**src/design/vkf_pkg.sv**
```systemverilog
// Shared types, constants and fixed-point helpers of the vertical Kalman filter.
package vkf_pkg;

  localparam int unsigned SONAR_WINDOW_DEF = 100;

  localparam logic signed [31:0] GRAVITY_Q      = 32'sd642253;
  localparam logic signed [31:0] BLEND_OLD_Q    = 32'sd19661;
  localparam logic signed [31:0] BLEND_NEW_Q    = 32'sd45875;
  localparam logic signed [31:0] HEIGHT_RESET_Q = 32'sd11665;
  localparam logic signed [31:0] ONE_Q          = 32'sd65536;
  localparam logic [30:0]        NOISE_RESET    = 31'd65536;

  localparam int unsigned DIV_NUM_W = 51;
  localparam int unsigned DIV_DEN_W = 36;

  localparam logic [1:0] FUNC_IMU   = 2'd0;
  localparam logic [1:0] FUNC_BARO  = 2'd1;
  localparam logic [1:0] FUNC_SONAR = 2'd2;

  localparam logic [1:0] CFG_ACCEL = 2'd0;
  localparam logic [1:0] CFG_BARO  = 2'd1;
  localparam logic [1:0] CFG_SONAR = 2'd2;

  typedef struct packed {
    logic [1:0]         func;
    logic signed [31:0] sample;
    logic [16:0]        time_step;
  } in_item_t;

  typedef struct packed {
    logic signed [31:0] height;
    logic signed [31:0] vertical_speed;
    logic signed [31:0] baro_offset;
    logic signed [31:0] height_var;
  } out_item_t;

  typedef struct packed {
    logic                        start;
    logic signed [DIV_NUM_W-1:0] num;
    logic [DIV_DEN_W-1:0]        den;
  } div_req_t;

  function automatic logic signed [63:0] sx64(input logic signed [31:0] x);
    return {{32{x[31]}}, x};
  endfunction

  function automatic logic signed [31:0] sat32(input logic signed [63:0] v);
    if (v > 64'sd2147483647) begin
      return 32'sh7fffffff;
    end else if (v < -64'sd2147483648) begin
      return 32'sh80000000;
    end
    return v[31:0];
  endfunction

  // Round half toward plus infinity after a right shift by 16 (or 17), then saturate.
  function automatic logic signed [31:0] rnd_sat(input logic signed [63:0] v,
                                                 input logic by17);
    logic signed [63:0] r;
    if (by17) begin
      r = (v + 64'sd65536) >>> 17;
    end else begin
      r = (v + 64'sd32768) >>> 16;
    end
    return sat32(r);
  endfunction

endpackage

```
**src/design/vkf_mul.sv**
```systemverilog
// Shared signed 32 x 32 multiplier with a registered 64-bit product.
module vkf_mul import vkf_pkg::*; (
  input  logic               clk_i,
  input  logic signed [31:0] a_i,
  input  logic signed [31:0] b_i,
  output logic signed [63:0] prod_o
);

  logic signed [63:0] prod_q;

  always_ff @(posedge clk_i) begin
    prod_q <= a_i * b_i;
  end

  assign prod_o = prod_q;

endmodule

```
**config.mk**
```make
export PLATFORM = sky130hd
export DESIGN_NAME = vkf_mul
export DESIGN_NICKNAME = d
export VERILOG_FILES = /design/src/design/vkf_pkg.sv /design/src/design/vkf_mul.sv
export SDC_FILE = /design/constraint.sdc
export NUM_CORES = 2
export LEC_CHECK = 0
export BUFFER_PORTS_ARGS = -buffer_cell sky130_fd_sc_hd__buf_2
export CORE_MARGIN = 5
export CORE_UTILIZATION = 39
export CTS_CLUSTER_DIAMETER = 50
export CTS_CLUSTER_SIZE = 28
export DETAILED_ROUTE_END_ITERATION = 6
export GPL_TIMING_DRIVEN = 0
export SYNTH_ARGS = -nofsm -noshare
export SYNTH_HDL_FRONTEND = slang
export SYNTH_SLANG_ARGS = --single-unit
```
**constraint.sdc**
```tcl
create_clock -name clk_i -period 22.3 [get_ports clk_i]
set_clock_uncertainty 0.2 [all_clocks]
set_input_delay 0 -clock clk_i [delete_from_list [all_inputs] [get_ports clk_i]]
set_output_delay 0 -clock clk_i [all_outputs]
set_load 0.005 [all_outputs]
```
==> flow_metrics.tcl <==
set metrics [dict create \
    seq_area_frac_synth 0.0344 \
    worst_pin_slew_ns 1.11 \
    routabilityCongestion 1.01 \
    area_delta_synth_final_pct 6.86 \
    dpl_cell_area_um2 39500 \
    required_ns 22.44 \
    avgSynthCellArea_um2 9.59 \
    final_common_cell "fa_1" \
    arrival_ns 9.84 \
    fp.coreArea_um2 94900 \
    cts_made_buffers 9 \
    fp.dieArea_um2 102000 \
    overflow 0 \
    fin_area_um2 39800 \
    gr-usage-all-layers 0.258 \
    drive_gt1_frac 0.0419 \
    io_pins 129 \
    worst_hold_path_type "primary input to flip-flop" \
    yosysWarningCount 0 \
    yosys_most_used_dff "dfxtp_1" \
    clk_path_buf_depth 2 \
    setup_tns_ns 0 \
    dr.pass1.iters 6 \
    yosysUniqueCellTypes 63 \
    startpoint_type "primary input" \
    synthArstFlopShare 0 \
    h-tree-depth 3 \
    rows 113 \
    drc 0 \
    status "finished clean" \
    vias_per_cell 5.07 \
    post_cts_resized 0 \
    clkTransAtPathRegs_ns 0.07 \
    syn_area_um2 37200 \
    finalWirelength_mm 128 \
    grt_pass1_wl_mm 194 \
    relSlewSlack 0.259 \
    place_hpwl_mm 113 \
    cts_tree "built" \
    numPortBuffers 128 \
    synth-edff-count 0 \
    postRouteAntennaNets 0 \
    antenna_found_initial 20 \
    setup_violations 0 \
    largest_reg_flops 64 \
    drt_iter0_markers 2071 \
    initial_core_util 0.393 \
    num-fill-cells 9455 \
    synth.net_count 5215 \
    avgRoutedWirePerCell_um 24.1 \
    path_max_fanout 11 \
    nNetsFinal 5357 \
    critPathCaptureType "flip-flop" \
    rsz0062_at_grt "false" \
    cts_sinks 64 \
    ys_ff_latch 64 \
    dieHeight_um 319 \
    grt_max_degree 23 \
    layout_common_cells "fa_1 (1081), inv_1 (952), and2_1 (516)" \
    slew_violations 0 \
    crit_type "primary input to flip-flop" \
    hold_viol 0 \
    root_buffer "clkbuf_16" \
    first_global_vias 29500 \
    period_needed_ns 9.70 \
    die_w_um 319 \
    fmax_ghz 0.103 \
    maxCapViolCount 0 \
    vias 26900 \
    post-route-period-util 0.435 \
    synthCells 3884 \
]
## per-layer routing
metal	up-vias	GRT usage	wire, µm
met5	-	0	139
met4	20	0.113	7120
met1	14000	0.339	50600
li1	11300	-	-
met3	291	0.0640	11600
met2	1188	0.409	58600
## cell type report
class                      instances  area (µm²)  area share
antenna                           10        25.0    0.000629
buffer                           200         754      0.0190
clock buffer                      12         256     0.00645
clock inverter                     3        17.5    0.000440
inverter                         952        3570      0.0898
multi-input combinational       2668       31600       0.795
sequential                        64        1280      0.0322
tap                             1265        1580      0.0398
timing repair buffer             131         671      0.0169
## synthesized netlist by cell type, drive strengths merged (22+ instances only)
cell	count	area [µm²]
a21o	25	190
a21oi	68	340
xnor2	53	464
o21ai	31	163
nand2	511	1920
and2	516	3230
fa	1082	21700
nor2	42	158
clkbuf	195	732
xor2	22	193
inv	952	3570
dfxtp	64	1280
ha	184	2300
## through the flow
step / util / instances / hold WS [ns] / setup slack (ns)
2_1_floorplan: - / 3884 / -0.0727 / 14.84
3_3_place_gp: 0.416 / 5277 / 0.180 / 12.49
3_5_place_dp: 0.416 / 5277 / 0.176 / 12.48
4_1_cts: 0.419 / 5295 / 0.118 / 12.29
5_1_grt: 0.419 / 5299 / 0.148 / 12.16
6_report: 0.419 / 5305 / 0.140 / 12.60
## logic make-up (layout without fill, tap and decap cells)
family	after synthesis	after routing	synth area share
flip-flops	64	64	0.0344
buffers and inverters	1152	1298	0.116
AO/OA/AOI/OAI	193	193	0.0346
other	0	10	0
adder cells (fa/ha/maj)	1266	1266	0.643
XOR/XNOR	75	75	0.0176
AND/OR/NAND/NOR	1134	1134	0.154
## worst max-delay path, cell delays in order
cell	delay, ns
dlygate4sd3_1	0.54
buf_2	0.15
clkbuf_1	0.71
nand2_1	0.34
inv_1	0.21
fa_1	0.46
fa_1	0.55
fa_2	0.61
fa_1	0.96
inv_1	0.41
fa_1	0.59
inv_1	0.05
fa_1	0.54
inv_1	0.05
fa_1	0.48
inv_1	0.05
fa_1	0.47
ha_1	0.41
and3_1	0.26
nand2_1	0.10
or3_1	0.38
o211ai_1	0.68
a31oi_1	0.32
o31ai_1	0.32
xor2_1	0.16
## final timing paths
path / to / slack (ns) / cells past startpoint / from
setup / recovery: prod_o[62] / 12.60 / 25 / b_i[2]
hold / removal: prod_o[0] / 0.14 / 3 / a_i[0]
## timing repair
action / in CTS / in global routing
hold endpoints to repair: 3 / 0
hold buffers: 3 / 0
setup buffers: 0 / 0
Power is left out: the tool's default activity adds up to more than one toggle a clock period on the data nets, which glitch-free logic cannot reach.
