### config.mk
export PLATFORM = sky130hd
export DESIGN_NAME = vkf_div
export DESIGN_NICKNAME = d
export VERILOG_FILES = /design/src/design/vkf_pkg.sv /design/src/design/vkf_div.sv
export SDC_FILE = /design/constraint.sdc
export NUM_CORES = 1
export LEC_CHECK = 0
export ABC_AREA = 0
export BUFFER_PORTS_ARGS = -buffer_cell sky130_fd_sc_hd__buf_2
export CORE_ASPECT_RATIO = 1.5
export CORE_MARGIN = 2
export CORE_UTILIZATION = 60
export DETAILED_ROUTE_END_ITERATION = 16
export GPL_TIMING_DRIVEN = 0
export PLACE_DENSITY = 0.89
export SETUP_SLACK_MARGIN = 0.15
export SLEW_MARGIN = 25
export SYNTH_ARGS = -nofsm -noshare
export SYNTH_HDL_FRONTEND = slang
export SYNTH_SLANG_ARGS = --single-unit
### constraint.sdc
create_clock -name clk_i -period 6.9 [get_ports clk_i]
set_input_delay 1.38 -clock clk_i [delete_from_list [all_inputs] [get_ports clk_i]]
set_output_delay 1.38 -clock clk_i [all_outputs]
set_load 0.05 [all_outputs]
### src/design/vkf_pkg.sv
// Shared types, constants and fixed-point helpers of the vertical Kalman filter.
package vkf_pkg;

  localparam int unsigned SONAR_WINDOW_DEF = 100;

  localparam logic signed [31:0] GRAVITY_Q      = 32'sd642253;
  localparam logic signed [31:0] BLEND_OLD_Q    = 32'sd19661;
  localparam logic signed [31:0] BLEND_NEW_Q    = 32'sd45875;
  localparam logic signed [31:0] HEIGHT_RESET_Q = 32'sd11665;
  localparam logic signed [31:0] ONE_Q          = 32'sd65536;
  localparam logic [30:0]        NOISE_RESET    = 31'd65536;

  localparam int unsigned DIV_NUM_W = 51;
  localparam int unsigned DIV_DEN_W = 36;

  localparam logic [1:0] FUNC_IMU   = 2'd0;
  localparam logic [1:0] FUNC_BARO  = 2'd1;
  localparam logic [1:0] FUNC_SONAR = 2'd2;

  localparam logic [1:0] CFG_ACCEL = 2'd0;
  localparam logic [1:0] CFG_BARO  = 2'd1;
  localparam logic [1:0] CFG_SONAR = 2'd2;

  typedef struct packed {
    logic [1:0]         func;
    logic signed [31:0] sample;
    logic [16:0]        time_step;
  } in_item_t;

  typedef struct packed {
    logic signed [31:0] height;
    logic signed [31:0] vertical_speed;
    logic signed [31:0] baro_offset;
    logic signed [31:0] height_var;
  } out_item_t;

  typedef struct packed {
    logic                        start;
    logic signed [DIV_NUM_W-1:0] num;
    logic [DIV_DEN_W-1:0]        den;
  } div_req_t;

  function automatic logic signed [63:0] sx64(input logic signed [31:0] x);
    return {{32{x[31]}}, x};
  endfunction

  function automatic logic signed [31:0] sat32(input logic signed [63:0] v);
    if (v > 64'sd2147483647) begin
      return 32'sh7fffffff;
    end else if (v < -64'sd2147483648) begin
      return 32'sh80000000;
    end
    return v[31:0];
  endfunction

  // Round half toward plus infinity after a right shift by 16 (or 17), then saturate.
  function automatic logic signed [31:0] rnd_sat(input logic signed [63:0] v,
                                                 input logic by17);
    logic signed [63:0] r;
    if (by17) begin
      r = (v + 64'sd65536) >>> 17;
    end else begin
      r = (v + 64'sd32768) >>> 16;
    end
    return sat32(r);
  endfunction

endpackage

### src/design/vkf_div.sv
// Radix-2 restoring divider, signed dividend, positive divisor, saturated 32-bit quotient.
module vkf_div import vkf_pkg::*; (
  input  logic               clk_i,
  input  logic               rst_ni,
  input  div_req_t           req_i,
  output logic               done_o,
  output logic signed [31:0] quo_o
);

  localparam int unsigned CNT_W = $clog2(DIV_NUM_W);

  logic                 busy_q;
  logic                 done_q;
  logic                 neg_q;
  logic [CNT_W-1:0]     cnt_q;
  logic [DIV_NUM_W-1:0] n_q;
  logic [DIV_DEN_W-1:0] rem_q;
  logic [DIV_DEN_W-1:0] den_q;

  logic [DIV_DEN_W:0]   trial;
  logic [DIV_DEN_W:0]   diff;
  logic                 fits;
  logic [DIV_NUM_W-1:0] mag;
  logic                 last;

  always_comb begin
    trial = {rem_q, n_q[DIV_NUM_W-1]};
    diff  = trial - {1'b0, den_q};
    fits  = trial >= {1'b0, den_q};
    last  = cnt_q == CNT_W'(DIV_NUM_W - 1);
    if (req_i.num[DIV_NUM_W-1]) begin
      mag = ~$unsigned(req_i.num) + 1'b1;
    end else begin
      mag = $unsigned(req_i.num);
    end
  end

  always_ff @(posedge clk_i or negedge rst_ni) begin
    if (!rst_ni) begin
      busy_q <= 1'b0;
      done_q <= 1'b0;
      cnt_q  <= '0;
    end else begin
      done_q <= !req_i.start && busy_q && last;
      if (req_i.start) begin
        busy_q <= 1'b1;
        cnt_q  <= '0;
        n_q    <= mag;
        rem_q  <= '0;
        den_q  <= req_i.den;
        neg_q  <= req_i.num[DIV_NUM_W-1];
      end else if (busy_q) begin
        // The dividend shifts out at the top while quotient bits shift in at the bottom.
        n_q   <= {n_q[DIV_NUM_W-2:0], fits};
        rem_q <= fits ? diff[DIV_DEN_W-1:0] : trial[DIV_DEN_W-1:0];
        cnt_q <= cnt_q + 1'b1;
        if (last) begin
          busy_q <= 1'b0;
        end
      end
    end
  end

  always_comb begin
    if (neg_q) begin
      quo_o = (n_q > DIV_NUM_W'(64'h8000_0000)) ? 32'sh80000000 : -$signed(n_q[31:0]);
    end else begin
      quo_o = (n_q > DIV_NUM_W'(64'h7fff_ffff)) ? 32'sh7fffffff : $signed(n_q[31:0]);
    end
  end

  assign done_o = done_q;

endmodule

==> results by group <==
Logic synthesis
  • Multiplexer area fraction after synthesis: 3.07%
  • Yosys warns: 0
  • Synth Instances: 1108
  • Register area share after synthesis: 39.8%
  • Synth Area in Compound Gates: 20.7%
  • Area share of the largest cell type after synthesis: 37.8%
  • Synthesized flop and latch total: 132
  • Synthesized area: 9850 µm²
  • Yosys cell types: 68
  • Synth area leader: edfxtp_1
  • Post-synth top cells: 135 x nor2_1, 124 x edfxtp_1, 104 x a21oi_1
  • Simple-gate share of the synthesized area: 18.7%
  • Xor and xnor area share after synthesis: 7.47%
  • FFs w/ async S/R, synth: 6.06%
  • Post-synth EDFFs: 124
  • Largest family of logic cells by synthesized area: compound AO/OA/AOI/OAI gates
  • Post-Synth Adder-Cell Area: 5.41%
  • Post-Syn Area per Cell: 8.89 µm²
  • Most area-consuming cells after synthesis: edfxtp_1 38%, a21oi_1 5.3%, ha_1 5.2%
  • Syn nets: 1240
  • Count leader, synth: nor2_1
  • Post-synth top flop: edfxtp_1

Floorplan
  • Die area: 17500 µm²
  • Die Y: 161 µm
  • Top Ports: 123
  • Placeable Area: 16100 µm²
  • Initial core utilization: 61.1%
  • Placement Rows: 57
  • Die extent in x: 109 µm

Power and ir drop
  • Leakage: 0.00455 µW
  • Power Density: 252 nW/µm²
  • Max rail drop VDD: 0.190 mV

Clock network
  • H-tree depth: 4
  • Clk sinks: 132
  • CTS Hold Bufs: 0
  • Post-CTS Setup Repair Bufs: 0
  • CTS tree: done
  • Clk Latency, worst-skew pair: 430 ps
  • CTS buffer count: 17
  • CTS root buffer: clkbuf_16
  • Reg clk slew, reported paths: 60 ps
  • Post_cts resized: 0
  • Maximum clock insertion buffer count: 2

Placed design
  • HPWL after detailed placement: 20800 µm
  • Placement Cell Area: 10800 µm²
  • Buffers on Ports: 121
  • Placed cell count: 1437
  • RD Place Congestion: 0.989

Routing
  • Vias per cell: 6.44
  • Wirelength per Cell: 19.1 µm
  • DR top layer: met5
  • WL met2: 14500 µm
  • DR vias: 9466
  • Drt pass-1 iters: 5
  • Met3 WL post-DR: 1920 µm
  • M1 wire length: 10000 µm
  • DRT iter0 DRCs: 824
  • Final wirelength: 28200 µm
  • DRT antenna net count: 0
  • Drt drc: 0

STA
  • Final hold slack: 536 ps
  • Min Tclk post-route: 5650 ps
  • Clock Skew: 13.4 ps
  • Hold Vio Cnt, Final: 0
  • Final period util: 81.9%
  • Maximum clock rate: 177 MHz
  • Slew Limit Fails: 0
  • Worst Max-Slew Pin Slew: 1000 ps
  • Slew HR: 32.9%
  • RSZ-0062 raised after global routing: no
  • Setup TNS Final: 0 ps
  • Setup violations, final: 0

Finish
  • Area grow syn2layout: 15.2%
  • Finished Layout Cells: 1471
  • Net count, final: 1382
  • Layout cell share with drive strength beyond 1: 14.6%
  • Finished Cell Area: 11400 µm²

Flow run
  • Max-cap viol count: 0

Hold path
  • Worst min-delay path category: reg2reg

Critical path
  • Crit-path max FO: 10
  • CP max stage delay: 600 ps
  • Critical Path Start Type: flip-flop
  • Worst path arrival time: 4270 ps
  • Req. time, crit path: 5520 ps
  • Most used cell along the critical path: buf_2
  • CP max-delay cell: or4_1
  • WS Path Type: reg2out
  • Crit path cell chain: inv_1 > ha_1 > or4b_1 > or4_1 > nor4_4 > nand3b_1 > a21bo_2 > inv_2 > nand2_2 > buf_2 > o311ai_1 > buf_2
  • Worst Setup End Kind: primary output

Global route
  • All-layer global routing usage: 33.0%
  • Largest net degree at the start of global routing: 47
  • Vias in the first global route: 9397
  • First-pass GRT wire length: 45100 µm
  • Initial antenna violation count: 2
  • Grt ovf: 0

Outcome
  • Status: completed
## cell families after synthesis
family	count (synthesis)
buffers and inverters	123
adder cells (fa/ha/maj)	42
flip-flops	132
AND/OR/NAND/NOR	377
XOR/XNOR	84
multiplexers	30
AO/OA/AOI/OAI	320
## through the flow
step	setup WS, ps	power, µW	utilization [%]
3_3_place_gp	1010	1940	66.5
3_5_place_dp	1810	1970	66.9
4_1_cts	1350	2850	70.4
6_report	1250	2860	70.4
5_1_grt	1040	2980	70.4
2_1_floorplan	1160	1730	-
## per-layer routing
layer	track usage, %	vias to the layer above
li1	-	4406
met1	35.5	4465
met2	57.9	455
met3	6.05	138
met4	21.4	2
met5	0	-
## sequential cells by signal (all words and copies together), names as in the netlist
| register | flops |
|---|---|
| busy_q | 1 |
| cnt_q | 6 |
| den_q | 36 |
| done_o | 1 |
| n_q | 51 |
| neg_q | 1 |
| rem_q | 36 |
## area by class of cell
| type | count | area, µm² |
|---|---|---|
| fillers | 1292 | 4760 |
| well taps | 206 | 258 |
| clock inverters | 12 | 118 |
| diodes | 2 | 5.00 |
| clock buffers | 20 | 447 |
| multi-input cells | 853 | 5460 |
| flip-flops and latches | 132 | 3920 |
| inverters | 64 | 240 |
| plain buffers | 59 | 235 |
| repair buffers | 123 | 663 |
## worst max-delay path: cells and delay by family (launching register included)
kind | cells | cell delay (ps)
simple gates | 5 | 1720
buf+inv | 4 | 770
compound gates | 2 | 590
flops | 1 | 510
fa+ha+maj | 1 | 250
## where the power goes
part / internal, µW / switching (µW)
Sequential: 985 / 80.0
Combinational: 355 / 566
Clock: 511 / 366
## placed cells by master (no fill, tap or decap), types with 10 or more instances in the layout
| cell | count |
|---|---|
| nand4_1 | 22 |
| clkbuf_16 | 17 |
| edfxtp_1 | 124 |
| a21oi_1 | 104 |
| a31oi_1 | 10 |
| a21o_1 | 19 |
| o21a_1 | 12 |
| nor4_1 | 19 |
| nand2_1 | 85 |
| o31ai_1 | 16 |
| xnor2_1 | 28 |
| inv_1 | 62 |
| o311ai_1 | 20 |
| or3_1 | 17 |
| nor2_1 | 135 |
| o21ai_0 | 62 |
| nand3_1 | 15 |
| buf_2 | 125 |
| nor3_1 | 32 |
| a211oi_1 | 27 |
| mux2i_1 | 28 |
| clkbuf_1 | 53 |
| xor2_1 | 56 |
| ha_1 | 41 |
## final timing paths
kind / slack, ps / cells after the start / from / to
setup / recovery: 1250 / 12 / n_q[0] / quo_o[5]
hold / removal: 540 / 1 / cnt_q[3] / done_o
setup reg to reg: 2550 / 11 / rem_q[26] / rem_q[35]
hold reg to reg: 540 / 1 / cnt_q[3] / done_o
max in group asynchronous: 5490 / 1 / rst_ni / cnt_q[3]
min in group asynchronous: 990 / 1 / rst_ni / done_o
No activity file was read; power rests on OpenSTA's default activity.
